## src/rtl/core/asmc_pkg.sv

```systemverilog
// asmc_pkg: shared types and constants for the median state set cost block
// used by asmc_seq, asmc_datapath and ambiguous_state_median_cost_top
// no dependencies
`timescale 1ns / 1ps
`default_nettype none

package asmc_pkg;

   localparam int SET_BITS   = 8;
   localparam int IDX_BITS   = 3;
   localparam int ALPHA_BITS = 4;
   localparam int TOTAL_BITS = 17;

   localparam logic [ALPHA_BITS-1:0] ALPHA_RESET = 4'd5;
   localparam logic [TOTAL_BITS-1:0] TOTAL_MAX   = 17'h1FFFF;

   localparam logic FUNC_LOAD  = 1'b0;
   localparam logic FUNC_QUERY = 1'b1;

   typedef enum logic [2:0] {
      SEQ_IDLE,
      SEQ_SCAN,
      SEQ_DRAIN_A,
      SEQ_DRAIN_B,
      SEQ_DONE
   } asmc_state_type;

   // one table read issued by the sequencer
   typedef struct packed {
      logic                valid;
      logic                direct;
      logic                first_p;
      logic                last_p;
      logic                first_k;
      logic [IDX_BITS-1:0] p;
      logic [IDX_BITS-1:0] k;
   } asmc_step_type;

   // query start info, already masked to the active alphabet
   typedef struct packed {
      logic                start;
      logic                empty;
      logic [SET_BITS-1:0] left;
      logic [SET_BITS-1:0] right;
   } asmc_start_type;

   function automatic logic [IDX_BITS-1:0] lowest_index(input logic [SET_BITS-1:0] m);
      logic [IDX_BITS-1:0] idx;
      idx = '0;
      for (int i = SET_BITS - 1; i >= 0; i--) begin
         if (m[i]) begin
            idx = IDX_BITS'(i);
         end
      end
      return idx;
   endfunction

   function automatic logic is_single(input logic [SET_BITS-1:0] m);
      return (m != '0) && ((m & (m - SET_BITS'(1))) == '0);
   endfunction

endpackage

`default_nettype wire

```

## src/rtl/core/ambiguous_state_median_cost_top.sv

```systemverilog
// ambiguous_state_median_cost_top: top level of the median state set cost block
// instantiates asmc_seq and asmc_datapath, depends on asmc_pkg
`timescale 1ns / 1ps
`default_nettype none

// Holds a MAX_ALPHABET x MAX_ALPHABET table of transition costs and answers
// queries for the median state set of two ambiguous states. A load beat
// (func 0) writes one table entry and gives no response; rows or columns
// outside the table are dropped. A query beat (func 1) masks both sets to
// the active alphabet n (csr alphabet size, 0 acts as 1, capped at
// MAX_ALPHABET and 8). An empty set answers with empty_error. Two single
// states take one table read. Otherwise the block reads entry (p, k) for
// every state p below n and every candidate k, one read per cycle from the
// single table read port. req_ready is low while a query is in flight.
// The response sits in an output register; a finished query waits there
// for rsp_ready while the next beat can already be taken. The table is
// not cleared at reset: reading an entry never loaded gives garbage.
module ambiguous_state_median_cost_top #(
   parameter int MAX_ALPHABET = 8,
   parameter int COST_BITS    = 16
) (
   input  wire logic                            clock,
   input  wire logic                            reset,
   // configuration
   input  wire logic                            csr_write_en,
   input  wire logic [asmc_pkg::ALPHA_BITS-1:0] csr_write_data,
   // request channel
   input  wire logic                            req_valid,
   output logic                                 req_ready,
   input  wire logic                            req_func,
   input  wire logic [2:0]                      req_entry_row,
   input  wire logic [2:0]                      req_entry_col,
   input  wire logic [15:0]                     req_entry_cost,
   input  wire logic [asmc_pkg::SET_BITS-1:0]   req_left_set,
   input  wire logic [asmc_pkg::SET_BITS-1:0]   req_right_set,
   // response channel
   output logic                                 rsp_valid,
   input  wire logic                            rsp_ready,
   output logic [asmc_pkg::TOTAL_BITS-1:0]      rsp_total_cost,
   output logic [asmc_pkg::SET_BITS-1:0]        rsp_median_set,
   output logic                                 rsp_empty_error
);
   import asmc_pkg::*;

   localparam int AW = $clog2(MAX_ALPHABET * MAX_ALPHABET);

   // alphabet size register
   logic [ALPHA_BITS-1:0] alphabet_ff, alphabet_in;

   // response output register
   logic                  rsp_valid_ff, rsp_valid_in;
   logic [TOTAL_BITS-1:0] rsp_total_ff, rsp_total_in;
   logic [SET_BITS-1:0]   rsp_median_ff, rsp_median_in;
   logic                  rsp_error_ff, rsp_error_in;

   logic                  req_accept, query_accept, out_free;
   logic                  idle, deliver;
   logic                  wr_en;
   logic [AW-1:0]         wr_addr, rd_addr;
   logic [COST_BITS-1:0]  wr_data;
   asmc_step_type         step;
   asmc_start_type        start;
   logic [TOTAL_BITS-1:0] res_total;
   logic [SET_BITS-1:0]   res_median;
   logic                  res_error;

   assign req_ready    = idle;
   assign req_accept   = req_valid && req_ready;
   assign query_accept = req_accept && (req_func == FUNC_QUERY);
   // slot is free if empty or being drained this cycle
   assign out_free     = !rsp_valid_ff || rsp_ready;

   // table load, out-of-range rows and columns are dropped
   assign wr_en   = req_accept && (req_func == FUNC_LOAD)
                    && (int'(req_entry_row) < MAX_ALPHABET)
                    && (int'(req_entry_col) < MAX_ALPHABET);
   assign wr_addr = AW'(int'(req_entry_row) * MAX_ALPHABET + int'(req_entry_col));
   assign wr_data = COST_BITS'(req_entry_cost);

   always_comb begin
      alphabet_in = csr_write_en ? csr_write_data : alphabet_ff;
   end

   always_comb begin
      rsp_valid_in  = rsp_valid_ff;
      rsp_total_in  = rsp_total_ff;
      rsp_median_in = rsp_median_ff;
      rsp_error_in  = rsp_error_ff;
      if (rsp_valid_ff && rsp_ready) begin
         rsp_valid_in = 1'b0;
      end
      if (deliver) begin
         rsp_valid_in  = 1'b1;
         rsp_total_in  = res_total;
         rsp_median_in = res_median;
         rsp_error_in  = res_error;
      end
   end

   always_ff @(posedge clock) begin
      if (reset) begin
         alphabet_ff  <= ALPHA_RESET;
         rsp_valid_ff <= 1'b0;
      end else begin
         alphabet_ff  <= alphabet_in;
         rsp_valid_ff <= rsp_valid_in;
      end
      rsp_total_ff  <= rsp_total_in;
      rsp_median_ff <= rsp_median_in;
      rsp_error_ff  <= rsp_error_in;
   end

   assign rsp_valid       = rsp_valid_ff;
   assign rsp_total_cost  = rsp_total_ff;
   assign rsp_median_set  = rsp_median_ff;
   assign rsp_empty_error = rsp_error_ff;

   asmc_seq #(
      .MAX_ALPHABET (MAX_ALPHABET)
   ) u_seq (
      .clock        (clock),
      .reset        (reset),
      .query_accept (query_accept),
      .left_set     (req_left_set),
      .right_set    (req_right_set),
      .alphabet     (alphabet_ff),
      .out_free     (out_free),
      .idle         (idle),
      .deliver      (deliver),
      .step         (step),
      .start        (start),
      .rd_addr      (rd_addr)
   );

   asmc_datapath #(
      .MAX_ALPHABET (MAX_ALPHABET),
      .COST_BITS    (COST_BITS)
   ) u_datapath (
      .clock      (clock),
      .reset      (reset),
      .wr_en      (wr_en),
      .wr_addr    (wr_addr),
      .wr_data    (wr_data),
      .rd_addr    (rd_addr),
      .step       (step),
      .start      (start),
      .res_total  (res_total),
      .res_median (res_median),
      .res_error  (res_error)
   );

   // a finished query only lands in a free output slot
   assert property (@(posedge clock) disable iff (reset)
      deliver |-> out_free)
      else $error("response delivered into a full output register");

   // a query beat holds off further request beats
   assert property (@(posedge clock) disable iff (reset)
      query_accept |=> !req_ready)
      else $error("request taken while a query is in flight");

   // an empty set reports zero cost and no median
   assert property (@(posedge clock) disable iff (reset)
      (rsp_valid && rsp_empty_error) |-> (rsp_total_cost == '0 && rsp_median_set == '0))
      else $error("empty set response carries cost or median");

   // a good answer always names at least one median state
   assert property (@(posedge clock) disable iff (reset)
      (rsp_valid && !rsp_empty_error) |-> (rsp_median_set != '0))
      else $error("response without any median state");

endmodule

`default_nettype wire

```

## src/rtl/core/asmc_seq.sv

```systemverilog
// asmc_seq: query sequencer, walks state p and candidate state k
// and issues one cost table read per cycle
// depends on asmc_pkg
`timescale 1ns / 1ps
`default_nettype none

module asmc_seq #(
   parameter int MAX_ALPHABET = 8
) (
   input  wire logic                            clock,
   input  wire logic                            reset,
   input  wire logic                            query_accept,
   input  wire logic [asmc_pkg::SET_BITS-1:0]   left_set,
   input  wire logic [asmc_pkg::SET_BITS-1:0]   right_set,
   input  wire logic [asmc_pkg::ALPHA_BITS-1:0] alphabet,
   input  wire logic                            out_free,
   output logic                                 idle,
   output logic                                 deliver,
   output asmc_pkg::asmc_step_type              step,
   output asmc_pkg::asmc_start_type             start,
   output logic [$clog2(MAX_ALPHABET*MAX_ALPHABET)-1:0] rd_addr
);
   import asmc_pkg::*;

   localparam int AW   = $clog2(MAX_ALPHABET * MAX_ALPHABET);
   localparam int NMAX = (MAX_ALPHABET < SET_BITS) ? MAX_ALPHABET : SET_BITS;

   asmc_state_type       state_ff, state_in;
   logic [IDX_BITS-1:0]  p_ff, p_in, k_ff, k_in;
   logic [ALPHA_BITS-1:0] n_ff, n_in;
   logic                 direct_ff, direct_in;

   logic [ALPHA_BITS-1:0] n_calc;
   logic [SET_BITS-1:0]   mask, left_m, right_m;
   logic                  p_last, k_last;

   // active state count and masked sets
   always_comb begin
      if (alphabet == '0) begin
         n_calc = ALPHA_BITS'(1);
      end else if (int'(alphabet) > NMAX) begin
         n_calc = ALPHA_BITS'(NMAX);
      end else begin
         n_calc = alphabet;
      end
      mask    = SET_BITS'((9'd1 << n_calc) - 9'd1);
      left_m  = left_set & mask;
      right_m = right_set & mask;
   end

   assign p_last = ({1'b0, p_ff} == (n_ff - ALPHA_BITS'(1)));
   assign k_last = ({1'b0, k_ff} == (n_ff - ALPHA_BITS'(1)));

   always_ff @(posedge clock) begin
      if (reset) begin
         state_ff <= SEQ_IDLE;
      end else begin
         state_ff <= state_in;
      end
      p_ff      <= p_in;
      k_ff      <= k_in;
      n_ff      <= n_in;
      direct_ff <= direct_in;
   end

   always_comb begin
      state_in  = state_ff;
      p_in      = p_ff;
      k_in      = k_ff;
      n_in      = n_ff;
      direct_in = direct_ff;
      idle      = 1'b0;
      deliver   = 1'b0;

      start.start = query_accept;
      start.empty = (left_m == '0) || (right_m == '0);
      start.left  = left_m;
      start.right = right_m;

      step.valid   = 1'b0;
      step.direct  = direct_ff;
      step.first_p = (p_ff == '0);
      step.last_p  = p_last;
      step.first_k = (k_ff == '0);
      step.p       = p_ff;
      step.k       = k_ff;
      rd_addr      = AW'(int'(p_ff) * MAX_ALPHABET + int'(k_ff));

      unique case (state_ff)
         SEQ_IDLE: begin
            idle = 1'b1;
            if (query_accept) begin
               n_in      = n_calc;
               direct_in = is_single(left_m) && is_single(right_m);
               if (start.empty) begin
                  state_in = SEQ_DONE;
               end else if (is_single(left_m) && is_single(right_m)) begin
                  p_in     = lowest_index(left_m);
                  k_in     = lowest_index(right_m);
                  state_in = SEQ_SCAN;
               end else begin
                  p_in     = '0;
                  k_in     = '0;
                  state_in = SEQ_SCAN;
               end
            end
         end
         SEQ_SCAN: begin
            step.valid = 1'b1;
            if (direct_ff || (p_last && k_last)) begin
               state_in = SEQ_DRAIN_A;
            end else if (p_last) begin
               p_in = '0;
               k_in = k_ff + IDX_BITS'(1);
            end else begin
               p_in = p_ff + IDX_BITS'(1);
            end
         end
         SEQ_DRAIN_A: state_in = SEQ_DRAIN_B;
         SEQ_DRAIN_B: state_in = SEQ_DONE;
         SEQ_DONE: begin
            if (out_free) begin
               deliver  = 1'b1;
               state_in = SEQ_IDLE;
            end
         end
         default: state_in = SEQ_IDLE;
      endcase
   end

endmodule

`default_nettype wire

```

## src/rtl/core/asmc_datapath.sv

```systemverilog
// asmc_datapath: cost table memory and the shared min / add / compare unit
// depends on asmc_pkg
`timescale 1ns / 1ps
`default_nettype none

module asmc_datapath #(
   parameter int MAX_ALPHABET = 8,
   parameter int COST_BITS    = 16
) (
   input  wire logic                                        clock,
   input  wire logic                                        reset,
   input  wire logic                                        wr_en,
   input  wire logic [$clog2(MAX_ALPHABET*MAX_ALPHABET)-1:0] wr_addr,
   input  wire logic [COST_BITS-1:0]                        wr_data,
   input  wire logic [$clog2(MAX_ALPHABET*MAX_ALPHABET)-1:0] rd_addr,
   input  wire asmc_pkg::asmc_step_type                     step,
   input  wire asmc_pkg::asmc_start_type                    start,
   output logic [asmc_pkg::TOTAL_BITS-1:0]                  res_total,
   output logic [asmc_pkg::SET_BITS-1:0]                    res_median,
   output logic                                             res_error
);
   import asmc_pkg::*;

   localparam int DEPTH = MAX_ALPHABET * MAX_ALPHABET;
   localparam int SW    = COST_BITS + 1;
   localparam int TW    = (SW > TOTAL_BITS) ? SW : TOTAL_BITS;
   localparam logic [SW-1:0] INF = '1;

   logic [COST_BITS-1:0] mem [DEPTH];
   logic [COST_BITS-1:0] rd_ff;
   asmc_step_type        step_ff;

   logic [SW-1:0]        dl_ff, dl_in, dr_ff, dr_in, total_ff, total_in;
   logic [SET_BITS-1:0]  median_ff, median_in, left_ff, left_in, right_ff, right_in;
   logic                 err_ff, err_in;
   logic                 sum_pend_ff, sum_pend_in, sum_first_ff, sum_first_in;
   logic [IDX_BITS-1:0]  sum_k_ff, sum_k_in;

   logic [SW-1:0]        dl_base, dr_base, rd_ext, sum;
   logic [TW-1:0]        total_wide;

   always_ff @(posedge clock) begin
      if (wr_en) begin
         mem[wr_addr] <= wr_data;
      end
      rd_ff <= mem[rd_addr];
   end

   always_ff @(posedge clock) begin
      if (reset) begin
         step_ff     <= '0;
         sum_pend_ff <= 1'b0;
      end else begin
         step_ff     <= step;
         sum_pend_ff <= sum_pend_in;
      end
      sum_first_ff <= sum_first_in;
      sum_k_ff     <= sum_k_in;
      dl_ff        <= dl_in;
      dr_ff        <= dr_in;
      total_ff     <= total_in;
      median_ff    <= median_in;
      err_ff       <= err_in;
      left_ff      <= left_in;
      right_ff     <= right_in;
   end

   always_comb begin
      dl_in        = dl_ff;
      dr_in        = dr_ff;
      total_in     = total_ff;
      median_in    = median_ff;
      err_in       = err_ff;
      left_in      = left_ff;
      right_in     = right_ff;
      sum_pend_in  = 1'b0;
      sum_first_in = sum_first_ff;
      sum_k_in     = sum_k_ff;

      rd_ext  = SW'(rd_ff);
      dl_base = step_ff.first_p ? INF : dl_ff;
      dr_base = step_ff.first_p ? INF : dr_ff;
      sum     = SW'(dl_ff + dr_ff);

      // new query
      if (start.start) begin
         left_in  = start.left;
         right_in = start.right;
         err_in   = start.empty;
         if (start.empty) begin
            total_in  = '0;
            median_in = '0;
         end
      end

      // stage 1: direct lookup for two single states, else running minimum over members of each set
      if (step_ff.valid) begin
         if (step_ff.direct) begin
            total_in  = rd_ext;
            median_in = left_ff | right_ff;
         end else begin
            dl_in = (left_ff[step_ff.p] && (rd_ext < dl_base)) ? rd_ext : dl_base;
            dr_in = (right_ff[step_ff.p] && (rd_ext < dr_base)) ? rd_ext : dr_base;
            if (step_ff.last_p) begin
               sum_pend_in  = 1'b1;
               sum_first_in = step_ff.first_k;
               sum_k_in     = step_ff.k;
            end
         end
      end

      // stage 2: combine both distances and keep the best candidates
      if (sum_pend_ff) begin
         if (sum_first_ff || (sum < total_ff)) begin
            total_in  = sum;
            median_in = SET_BITS'(1) << sum_k_ff;
         end else if (sum == total_ff) begin
            median_in = median_ff | (SET_BITS'(1) << sum_k_ff);
         end
      end
   end

   assign total_wide = TW'(total_ff);
   assign res_total  = (total_wide > TW'(TOTAL_MAX)) ? TOTAL_MAX : TOTAL_BITS'(total_wide);
   assign res_median = median_ff;
   assign res_error  = err_ff;

endmodule

`default_nettype wire

```

## config.mk

```make
export PLATFORM = sky130hd
export DESIGN_NAME = ambiguous_state_median_cost_top
export DESIGN_NICKNAME = d
export VERILOG_FILES = /design/src/rtl/core/asmc_pkg.sv /design/src/rtl/core/ambiguous_state_median_cost_top.sv /design/src/rtl/core/asmc_seq.sv /design/src/rtl/core/asmc_datapath.sv
export SDC_FILE = /design/constraint.sdc
export NUM_CORES = 1
export LEC_CHECK = 0
export BUFFER_PORTS_ARGS = -buffer_cell sky130_fd_sc_hd__buf_2
export CORE_UTILIZATION = 35
export DETAILED_ROUTE_END_ITERATION = 8
export GPL_TIMING_DRIVEN = 0
export SYNTH_ARGS = -nofsm -noshare
export SYNTH_HDL_FRONTEND = slang
export SYNTH_SLANG_ARGS = --single-unit
```

## constraint.sdc

```tcl
create_clock -name clock -period 10.76 [get_ports clock]
set_clock_uncertainty 0.1 [all_clocks]
set_input_delay 2.152 -clock clock [delete_from_list [all_inputs] [get_ports clock]]
set_output_delay 2.152 -clock clock [all_outputs]
set_load 0.02 [all_outputs]
```

==> out/metrics.csv, run 1 <==
metric,value,unit
initial core utilization,35.4,%
crit end category,register,
post-synth top area share,70.7,%
hold_buf cts,0,
die area,137000,µm²
Boundary Pins,76,
"FFs w/ async S/R, synth",0,%
Synth area leader,edfxtp_1,
fin crit share,49.8,%
number of core rows,134,
sequential share of the synthesized area,73.3,%
kind of critical path,register to register,
top_reg_cell synth,edfxtp_1,
post-CTS sizing,0,
R2R cell count,17,
synth top area cells,"edfxtp_1 (71%), mux4_2 (16%), dfxtp_1 (2.6%), ha_1 (1.8%), nor2_1 (1.2%)",
Synth Area per Inst,20.3,µm²
initial antenna violation count,12,
via count,23500,
Yosys reg bits,1177,
cell count after synthesis,2331,
gpl congestion,0.866,
PwrDens,234,nW/µm²
DR iter-0 viols,2344,
Post-Syn Nets,2449,
worst-path maximum fanout,10,
DR DRC count,0,
Slew Limit Fails,0,
unrepaired setup endpoints after global routing,no,
Die X,370,µm
global route overflow,0,
Unique masters post-synth,71,
CP Buf/Inv Count,2,
Die Y,370,µm
CP Launch Type,register,
Final Critical Period,5.36,ns
"slowest stage delay, CP",0.50,ns
Fill cells,11600,
Worst VDD drop,0.000154,V
largest net degree at the start of global routing,65,
reg2reg end,u_datapath.total_ff[14],
global-route wire length before repair,164000,µm
setup bufs post-CTS,0,
Worst-path clk slew,0.06,ns
slowest CP cell,o311ai_1,
yosys warns,0,
Fmax,0.187,GHz
Top delay family on crit path,compound AO/OA/AOI/OAI gates,
routed vias/inst,5.33,
fin cells,4412,
Max Cap Viol,0,
mapped cell area,47400,µm²
Port Buffers,71,
Inserted Clock Buffers,115,
layout cell share with drive strength beyond 1,27.5,%
LEAKAGE,17.3,nW
Final Hold Slack,0.304,ns
Post-Place Cells,4192,
WL final,112000,µm
Final setup viols,0,
Core ar.,134000,µm²
CTS Root Cell,clkbuf_16,
TritonCTS clock tree,done,
Worst R2R Setup Slack,5.40,ns
Skew-Pair Late Insertion Delay,0.75,ns
First-pass DRT Iterations,5,
Final ANT Viol Nets,0,
status,finished clean,
type of the most critical hold path,register to register,
"Hold Vio Cnt, Final",0,
H-tree Lvls,3,
WHS Endpoint,u_datapath.sum_k_ff[0],
"EDFF count, synth",1116,
Layout area overhead,14.5,%
Worst Path Arrival,5.92,ns
Layout Nets,2659,
total track usage,16.5,%
DP HPWL,75800,µm
"Req. time, crit path",11.32,ns
Slew HR,8.82,%
hold_sp,u_datapath.step_ff[0],
reg-to-reg startpoint,u_datapath.dr_ff[0],
CTS sink cnt,1177,
vias in the first global route,24000,
setup_tns,0,ns
Min-Delay Path Depth,0,
Tightest Pin Transition,1.37,ns
clk buf depth,3,
WL/cell,25.5,µm
"Design Area, Final",54300,µm²
placed inst area,50500,µm²
critical-path cell list,ha_1 > fa_1 > a211oi_1 > o21ai_0 > a22oi_1 > nor3b_1 > o21ai_0 > xnor2_1 > ha_1 > nand4_1 > nor3_1 > nand2_1 > o311ai_1 > clkbuf_1 > clkbuf_1 > nor2_1 > a21oi_1,
[cell families after synthesis]
kind of cell | after synthesis | synth area share, %
XOR/XNOR | 26 | 0.480
flip-flops | 1177 | 73.3
adder cells (fa/ha/maj) | 72 | 1.91
AND/OR/NAND/NOR | 314 | 3.18
AO/OA/AOI/OAI | 170 | 2.40
multiplexers | 389 | 17.2
other | 1 | 0.00791
buffers and inverters | 182 | 1.54
[worst max path at each step]
stage                              from                       end  slack [ns]  cells after the start
finish              u_datapath.dr_ff[0]   u_datapath.total_ff[14]        5.40                     17
global route        u_datapath.dr_ff[0]    u_datapath.total_ff[3]        5.02                     17
CTS                 u_datapath.dr_ff[0]   u_datapath.total_ff[14]        5.38                     17
detailed placement  u_datapath.dl_ff[0]  u_datapath.res_median[0]        5.37                     16
global placement               req_func     u_datapath.mem[46][2]        4.29                      4
floorplan           u_datapath.dr_ff[0]  u_datapath.res_median[0]        6.42                     16
[registers in the layout (all words and copies together), names as in the netlist, 8 cells and up]
| register | count |
|---|---|
| u_datapath.dr_ff | 17 |
| u_datapath.mem | 1024 |
| rsp_total_cost | 17 |
| u_datapath.step_ff | 11 |
| u_datapath.total_ff | 17 |
| u_datapath.res_median | 8 |
| rsp_median_set | 8 |
| u_datapath.dl_ff | 17 |
| u_datapath.right_ff | 8 |
| u_datapath.left_ff | 8 |
| u_datapath.rd_ff | 16 |
[placed cells by master (no fill, tap or decap), types with 17 or more instances in the layout]
master	Yosys	routed
buf_2	28	95
mux2i_1	40	40
clkbuf_1	82	104
nor2_1	157	93
edfxtp_1	1116	1116
buf_1	17	17
nor2b_1	21	20
clkbuf_16	0	118
xnor2_1	18	18
a21oi_1	46	46
o21ai_0	34	34
mux4_2	340	340
dfxtp_1	61	61
clkinv_2	0	30
ha_1	69	69
nand2_1	42	42
clkinv_1	0	20
inv_1	53	53
nor2_2	0	64
[stage by stage]
stage | util [%] | power, W | setup slack [ns]
after detailed placement | 37.7 | 0.00879 | 5.37
after global routing | 40.5 | 0.0131 | 5.02
final | 40.5 | 0.0127 | 5.40
after floorplan | - | 0.00756 | 6.42
after global placement | 37.3 | 0.00872 | 4.29
after CTS | 40.5 | 0.0128 | 5.38
[synthesized netlist by cell type (5+ instances only)]
cell      number
edfxtp_1    1116
mux4_2       340
nor2_1       157
clkbuf_1      82
ha_1          69
dfxtp_1       61
inv_1         53
a21oi_1       46
nand2_1       42
mux2i_1       40
o21ai_0       34
buf_2         28
nor2b_1       21
xnor2_1       18
buf_1         17
nand3_1       16
nor3_1        12
a211oi_1      11
a21o_1        11
a22oi_1       11
nand2b_1       9
nor3b_1        9
o21a_1         9
mux2_2         8
xor2_1         8
a221o_1        7
and2_1         7
nand4_1        7
a22o_1         6
and3_1         6
a31oi_1        5
[cell type report]
cell class | count | area (µm²) | share of cell area [%]
repair buffers | 93 | 678 | 1.25
flip-flops and latches | 1177 | 34700 | 64.0
inverters | 53 | 199 | 0.367
diodes | 2 | 5.00 | 0.00922
clock buffers | 142 | 3060 | 5.64
clock inverters | 76 | 721 | 1.33
multi-input cells | 972 | 12100 | 22.3
well taps | 1768 | 2210 | 4.08
plain buffers | 129 | 531 | 0.978
[layer usage]
metal  global-route usage [%]  wire [µm]  up-vias
met5                        0         53        -
met4                     5.79       3660        8
met3                     3.17       7210      198
met2                     27.1      55300      788
met1                     21.9      46200    12500
li1                         -          -    10000
[report_power, final]
group	switching [W]	total [W]	internal, W	leakage (nW)
Clock	0.00173	0.00400	0.00227	1.85
Combinational	0.00187	0.00329	0.00142	4.85
Sequential	0.000143	0.00539	0.00525	10.6
Total	0.00373	0.0127	0.00894	17.3
No activity file was read; power rests on OpenSTA's default activity.
==> inputs of run 2 (changes only) <==
==> constraint.sdc (replaced) <==
create_clock -name clock -period 4.61 [get_ports clock]
set_clock_uncertainty 0.1 [all_clocks]
set_input_delay 0.922 -clock clock [delete_from_list [all_inputs] [get_ports clock]]
set_output_delay 0.922 -clock clock [all_outputs]
set_load 0.02 [all_outputs]
==> run 2 against run 1 <==
Compared with the run above: largest power group unchanged; clock power rose by 130%; design area rose by 0.18%; power rose by 130%; largest cell class unchanged; maximum frequency increased by 22%; count of clock-buffer cells in the layout stayed put; worst hold slack about the same; combinational power rose by 130%; non-clock buffer count is 3 higher.
==> out/metrics.csv, run 2 (synthesis gave the netlist of run 1 again) <==
metric,value,unit,change
status,finished clean,,unchanged
placed inst area,50500,µm²,unchanged
R2R cell count,16,,was 17
layout cell share with drive strength beyond 1,28.1,%,was 27.5%
"Req. time, crit path",5.14,ns,was 11.32 ns
fin crit share,95.3,%,was 49.8%
clk buf depth,3,,unchanged
worst-path maximum fanout,8,,was 10
Tightest Pin Transition,1.35,ns,was 1.37 ns
kind of critical path,register to register,,unchanged
global-route wire length before repair,164000,µm,about the same
H-tree Lvls,3,,unchanged
CTS Root Cell,clkbuf_16,,unchanged
CP startpoint,u_datapath.dr_ff[0],,unchanged
Slew HR,10.2,%,was 8.82%
TritonCTS clock tree,done,,unchanged
Worst VDD drop,0.000359,V,was 0.000154 V
Worst R2R Setup Slack,0.21,ns,was 5.40 ns
LEAKAGE,17.3,nW,about the same
reg2reg end,u_datapath.res_median[3],,was u_datapath.total_ff[14]
Final setup viols,0,,unchanged
PwrDens,545,nW/µm²,was 234 nW/µm²
Setup crit end,u_datapath.res_median[3],,was u_datapath.total_ff[14]
Skew-Pair Late Insertion Delay,0.74,ns,was 0.75 ns
largest reg by FF count,u_datapath.mem,,unchanged
"commonest non-fill, non-tap cell in the layout",edfxtp_1,,unchanged
Max Cap Viol,0,,unchanged
total track usage,16.5,%,about the same
die area,137000,µm²,unchanged
First-pass DRT Iterations,7,,was 5
"Hold Vio Cnt, Final",0,,unchanged
routed vias/inst,5.32,,was 5.33
crit end category,register,,unchanged
CTS sink cnt,1177,,unchanged
Layout Nets,2662,,"was 2,659"
Layout area overhead,14.7,%,was 14.5%
Die X,370,µm,unchanged
final core occ,40.6,%,was 40.5%
vias in the first global route,24000,,about the same
type of the most critical hold path,register to register,,unchanged
initial core utilization,35.4,%,unchanged
Worst-path clk slew,0.06,ns,about the same
WL final,112000,µm,about the same
Slew Limit Fails,0,,unchanged
Final Hold Slack,0.304,ns,about the same
CP Launch Type,register,,unchanged
"Design Area, Final",54400,µm²,"was 54,300 µm²"
Boundary Pins,76,,unchanged
most frequent cells in the layout,"edfxtp_1 (1,116), mux4_2 (340), clkbuf_16 (118), clkbuf_1 (101), buf_2 (95)",,"was edfxtp_1 (1,116), mux4_2 (340), clkbuf_16 (118), clkbuf_1 (104), buf_2 (95)"
global route overflow,0,,unchanged
Fmax,0.228,GHz,was 0.187 GHz
DP HPWL,75800,µm,unchanged
Pwr Total,0.0296,W,was 0.0127 W
DR iter-0 viols,2374,,"was 2,344"
largest net degree at the start of global routing,65,,unchanged
initial antenna violation count,12,,unchanged
Worst Path Arrival,4.92,ns,was 5.92 ns
Largest register FFs,1024,,unchanged
via count,23500,,about the same
gpl congestion,0.866,,unchanged
hold_buf cts,0,,unchanged
Die Y,370,µm,unchanged
Core ar.,134000,µm²,unchanged
Final Critical Period,4.40,ns,was 5.36 ns
Final ANT Viol Nets,0,,unchanged
WL/cell,25.5,µm,about the same
Port Buffers,71,,unchanged
DR DRC count,0,,unchanged
reg-to-reg startpoint,u_datapath.dr_ff[0],,unchanged
number of core rows,134,,unchanged
Inserted Clock Buffers,115,,unchanged
## run 2: worst min-delay path by stage
stage | start | end | slack, ns | cells past startpoint
6_report | u_datapath.step_ff[1] | u_datapath.sum_k_ff[1] | 0.30 | 0
5_1_grt | u_datapath.step_ff[1] | u_datapath.sum_k_ff[1] | 0.31 | 0
4_1_cts | csr_write_data[1] | alphabet_ff[1] | 0.27 | 3
3_5_place_dp | u_datapath.step_ff[0] | u_datapath.sum_k_ff[0] | 0.29 | 0
3_3_place_gp | u_datapath.step_ff[1] | u_datapath.sum_k_ff[1] | 0.29 | 0
2_1_floorplan | u_datapath.step_ff[6] | u_datapath.sum_first_ff | 0.29 | 0
## run 2: routing by layer
layer	global-route usage, %	part of all wire (%)
met2	27.1	49
met4	5.79	3.3
met3	3.17	6.5
met1	21.9	41
met5	0	0.047
## run 2: critical path, stage by stage, from the launching register on
cell and delay [ns]:
edfxtp_1 0.41, ha_2 0.23, fa_2 0.39, a211oi_4 0.26, o21ai_2 0.12, a22oi_2 0.19, nor3b_2 0.22, o21ai_0 0.15
xnor2_1 0.18, ha_1 0.33, nand4_1 0.16, nor3_2 0.25, nand2_1 0.12, o311ai_4 0.34, nand2_4 0.14, mux2_4 0.36
a221o_1 0.36
## run 2: through the flow
stage / setup slack [ns] / setup TNS (ns) / cells
3_3_place_gp: -0.699 / -263.58 / 4170
5_1_grt: -0.0124 / -0.0303 / 4414
4_1_cts: 0.0397 / 0 / 4411
2_1_floorplan: 0.269 / 0 / 2331
3_5_place_dp: -0.776 / -17.03 / 4192
6_report: 0.215 / 0 / 4415
## run 2: power by group
part	internal [W]	leakage, nW	switching (W)
Clock	0.00530	1.85	0.00403
Combinational	0.00333	4.88	0.00437
Sequential	0.0123	10.6	0.000334
## run 2: layout make-up
type | count | area (µm²)
Sequential cell | 1177 | 34700
Tap cell | 1768 | 2210
Fill cell | 11600 | 79600
Multi-Input combinational cell | 972 | 12200
Buffer | 129 | 534
Antenna cell | 2 | 5.00
Inverter | 53 | 199
Clock inverter | 76 | 721
Clock buffer | 142 | 3060
Timing Repair Buffer | 96 | 701
## run 2: timing repair
item	in CTS	in global routing
pin swaps	2	3
cloned	0	0
setup endpoints to repair	25	20
resized for setup	10	9
setup buffers	1	2
==> inputs of run 3 (changes only) <==
--- a/config.mk
+++ b/config.mk
@@ -6,9 +6,10 @@
 export NUM_CORES = 1
 export LEC_CHECK = 0
 export BUFFER_PORTS_ARGS = -buffer_cell sky130_fd_sc_hd__buf_2
-export CORE_UTILIZATION = 35
+export CORE_UTILIZATION = 57
 export DETAILED_ROUTE_END_ITERATION = 8
 export GPL_TIMING_DRIVEN = 0
+export PLACE_DENSITY = 0.76
 export SYNTH_ARGS = -nofsm -noshare
 export SYNTH_HDL_FRONTEND = slang
 export SYNTH_SLANG_ARGS = --single-unit
==> run 3 against run 2 <==
Compared with the run above: the run now ends with design-rule violations left; utilization up 24 points; power decreased by 0.34%; non-clock buffer count rose by 10; count of clock-buffer cells in the layout shrank 7; setup slack worse by 0.054 ns; worst hold slack improved by 0.0021 ns; sequential power barely moved; maximum frequency decreased by 1.2%; largest power group unchanged; highest routed layer unchanged.
==> out/metrics.csv, run 3 (synthesis gave the netlist of run 1 again) <==
metric,value,unit,change
Place WS,-0.342,ns,was -0.776 ns
H-tree Lvls,3,,unchanged
"Hold Vio Cnt, Final",0,,unchanged
via count,24300,,"was 23,500"
Fmax,0.225,GHz,was 0.228 GHz
Port Buffers,71,,unchanged
placed inst area,49600,µm²,"was 50,500 µm²"
"Req. time, crit path",5.10,ns,was 5.14 ns
worst-path maximum fanout,7,,was 8
final core occ,65.0,%,was 40.6%
Inserted Clock Buffers,112,,was 115
clk buf depth,3,,unchanged
Final setup viols,0,,unchanged
Layout area overhead,12.7,%,was 14.7%
Die X,290,µm,was 370 µm
Tightest Pin Transition,1.39,ns,was 1.35 ns
Fill cells,5229,,"was 11,600"
CP Launch Type,register,,unchanged
footprint of the multi-input gates,12100,µm²,"was 12,200 µm²"
Final ANT Viol Nets,0,,unchanged
LEAKAGE,17.3,nW,about the same
DR iter-0 viols,3114,,"was 2,374"
initial core utilization,57.6,%,was 35.4%
kind of critical path,register to register,,unchanged
register area,34700,µm²,unchanged
gpl congestion,0.924,,was 0.866
global route overflow,0,,unchanged
DP HPWL,72300,µm,"was 75,800 µm"
Skew-Pair Late Insertion Delay,0.69,ns,was 0.74 ns
setup slack after layout,0.161,ns,was 0.215 ns
CTS Root Cell,clkbuf_16,,unchanged
die area,84300,µm²,"was 137,000 µm²"
"Design Area, Final",53400,µm²,"was 54,400 µm²"
"commonest non-fill, non-tap cell in the layout",edfxtp_1,,unchanged
Slew HR,7.66,%,was 10.2%
setup_tns,0,ns,unchanged
crit end category,register,,unchanged
layout cell share with drive strength beyond 1,27.4,%,was 28.1%
WL/cell,30.2,µm,was 25.5 µm
type of the most critical hold path,register to register,,unchanged
initial antenna violation count,13,,was 12
Worst VDD drop,0.000595,V,was 0.000359 V
largest net degree at the start of global routing,65,,unchanged
largest reg by FF count,u_datapath.mem,,unchanged
Largest register FFs,1024,,unchanged
Min-Delay Path Depth,0,,unchanged
Worst-path clk slew,0.06,ns,about the same
Worst Path Arrival,4.94,ns,was 4.92 ns
status,"complete, but fails checks",,was finished clean
CTS sink cnt,1177,,unchanged
hold_buf cts,0,,unchanged
total track usage,27.0,%,was 16.5%
fin crit share,96.5,%,was 95.3%
global-route wire length before repair,164000,µm,about the same
Final Critical Period,4.45,ns,was 4.40 ns
Die Y,290,µm,was 370 µm
number of core rows,105,,was 134
routed vias/inst,6.54,,was 5.32
WL final,112000,µm,about the same
failing checks,design-rule violations,,
DR DRC count,3,,was 0
TritonCTS clock tree,done,,unchanged
vias in the first global route,24600,,"was 24,000"
PwrDens,553,nW/µm²,was 545 nW/µm²
most frequent cells in the layout,"edfxtp_1 (1,116), mux4_2 (340), clkbuf_16 (112), nor2_1 (109), buf_2 (99)",,"was edfxtp_1 (1,116), mux4_2 (340), clkbuf_16 (118), clkbuf_1 (101), buf_2 (95)"
Max Cap Viol,0,,unchanged
Slew Limit Fails,0,,unchanged
Boundary Pins,76,,unchanged
First-pass DRT Iterations,7,,unchanged
Core ar.,82200,µm²,"was 134,000 µm²"
Layout Nets,2669,,"was 2,662"
R2R cell count,16,,unchanged
-- run 3: cell types whose count changed in the layout (fill, tap and decap cells not counted), moves of 5 or more --
| cell | change |
|---|---|
| nor2_1 | +16 |
| nor2_2 | -16 |
| buf_8 | -8 |
| buf_4 | +6 |
| clkbuf_16 | -6 |
| clkinv_2 | -5 |
-- run 3: critical path, cell delays in order (launching register included) --
cell	delay, ns
edfxtp_1	0.40
ha_1	0.26
fa_2	0.38
a211oi_2	0.22
o21ai_0	0.17
a22oi_1	0.23
nor3b_2	0.23
o21ai_0	0.15
xnor2_1	0.18
ha_1	0.34
nand4_1	0.17
nor3_2	0.17
nand2_1	0.12
o311ai_4	0.35
nand2_2	0.13
mux2_4	0.36
a221o_1	0.36
-- run 3: path summary, 6_finish.rpt --
check,start,end,slack [ns]
max,u_datapath.dr_ff[0],u_datapath.res_median[2],0.16
min,u_datapath.step_ff[1],u_datapath.sum_k_ff[1],0.31
max reg2reg,u_datapath.dr_ff[0],u_datapath.res_median[2],0.16
min reg2reg,u_datapath.step_ff[1],u_datapath.sum_k_ff[1],0.31
-- run 3: cell type report --
type / instances / area share [%]
repair buffers: 106 / 1.50
diodes: 5 / 0.0234
multi-input cells: 972 / 22.7
flip-flops and latches: 1177 / 65.0
clock inverters: 73 / 1.42
inverters: 53 / 0.372
plain buffers: 129 / 1.00
clock buffers: 135 / 5.48
well taps: 1070 / 2.51
-- run 3: timing repair --
action,in CTS,in global routing
buffers inserted,2,2
hold endpoints to repair,0,0
endpoints found under the setup margin,25,32
resized for setup,8,6
pin swaps,2,2
-- run 3: where the power goes --
part           internal (W)  switching [W]
clock               0.00517        0.00401
combinational       0.00333        0.00441
sequential           0.0123       0.000340
total                0.0208        0.00876
-- run 3: routing by layer --
layer / up-vias / wire, µm / GRT usage, % / part of all wire, %
met3: 217 / 9870 / 5.19 / 8.8
li1: 10000 / - / - / -
met5: - / 133 / 0 / 0.12
met2: 1326 / 55600 / 43.8 / 49
met4: 16 / 4050 / 10.2 / 3.6
met1: 12700 / 42800 / 36.8 / 38
-- run 3: per-stage QoR --
step,cells,total power [W],hold WS (ns)
6_report,3720,0.0295,0.306
5_1_grt,3716,0.0304,0.320
4_1_cts,3711,0.0295,0.310
3_5_place_dp,3501,0.0204,0.298
3_3_place_gp,3472,0.0201,0.290
2_1_floorplan,2331,0.0176,0.286
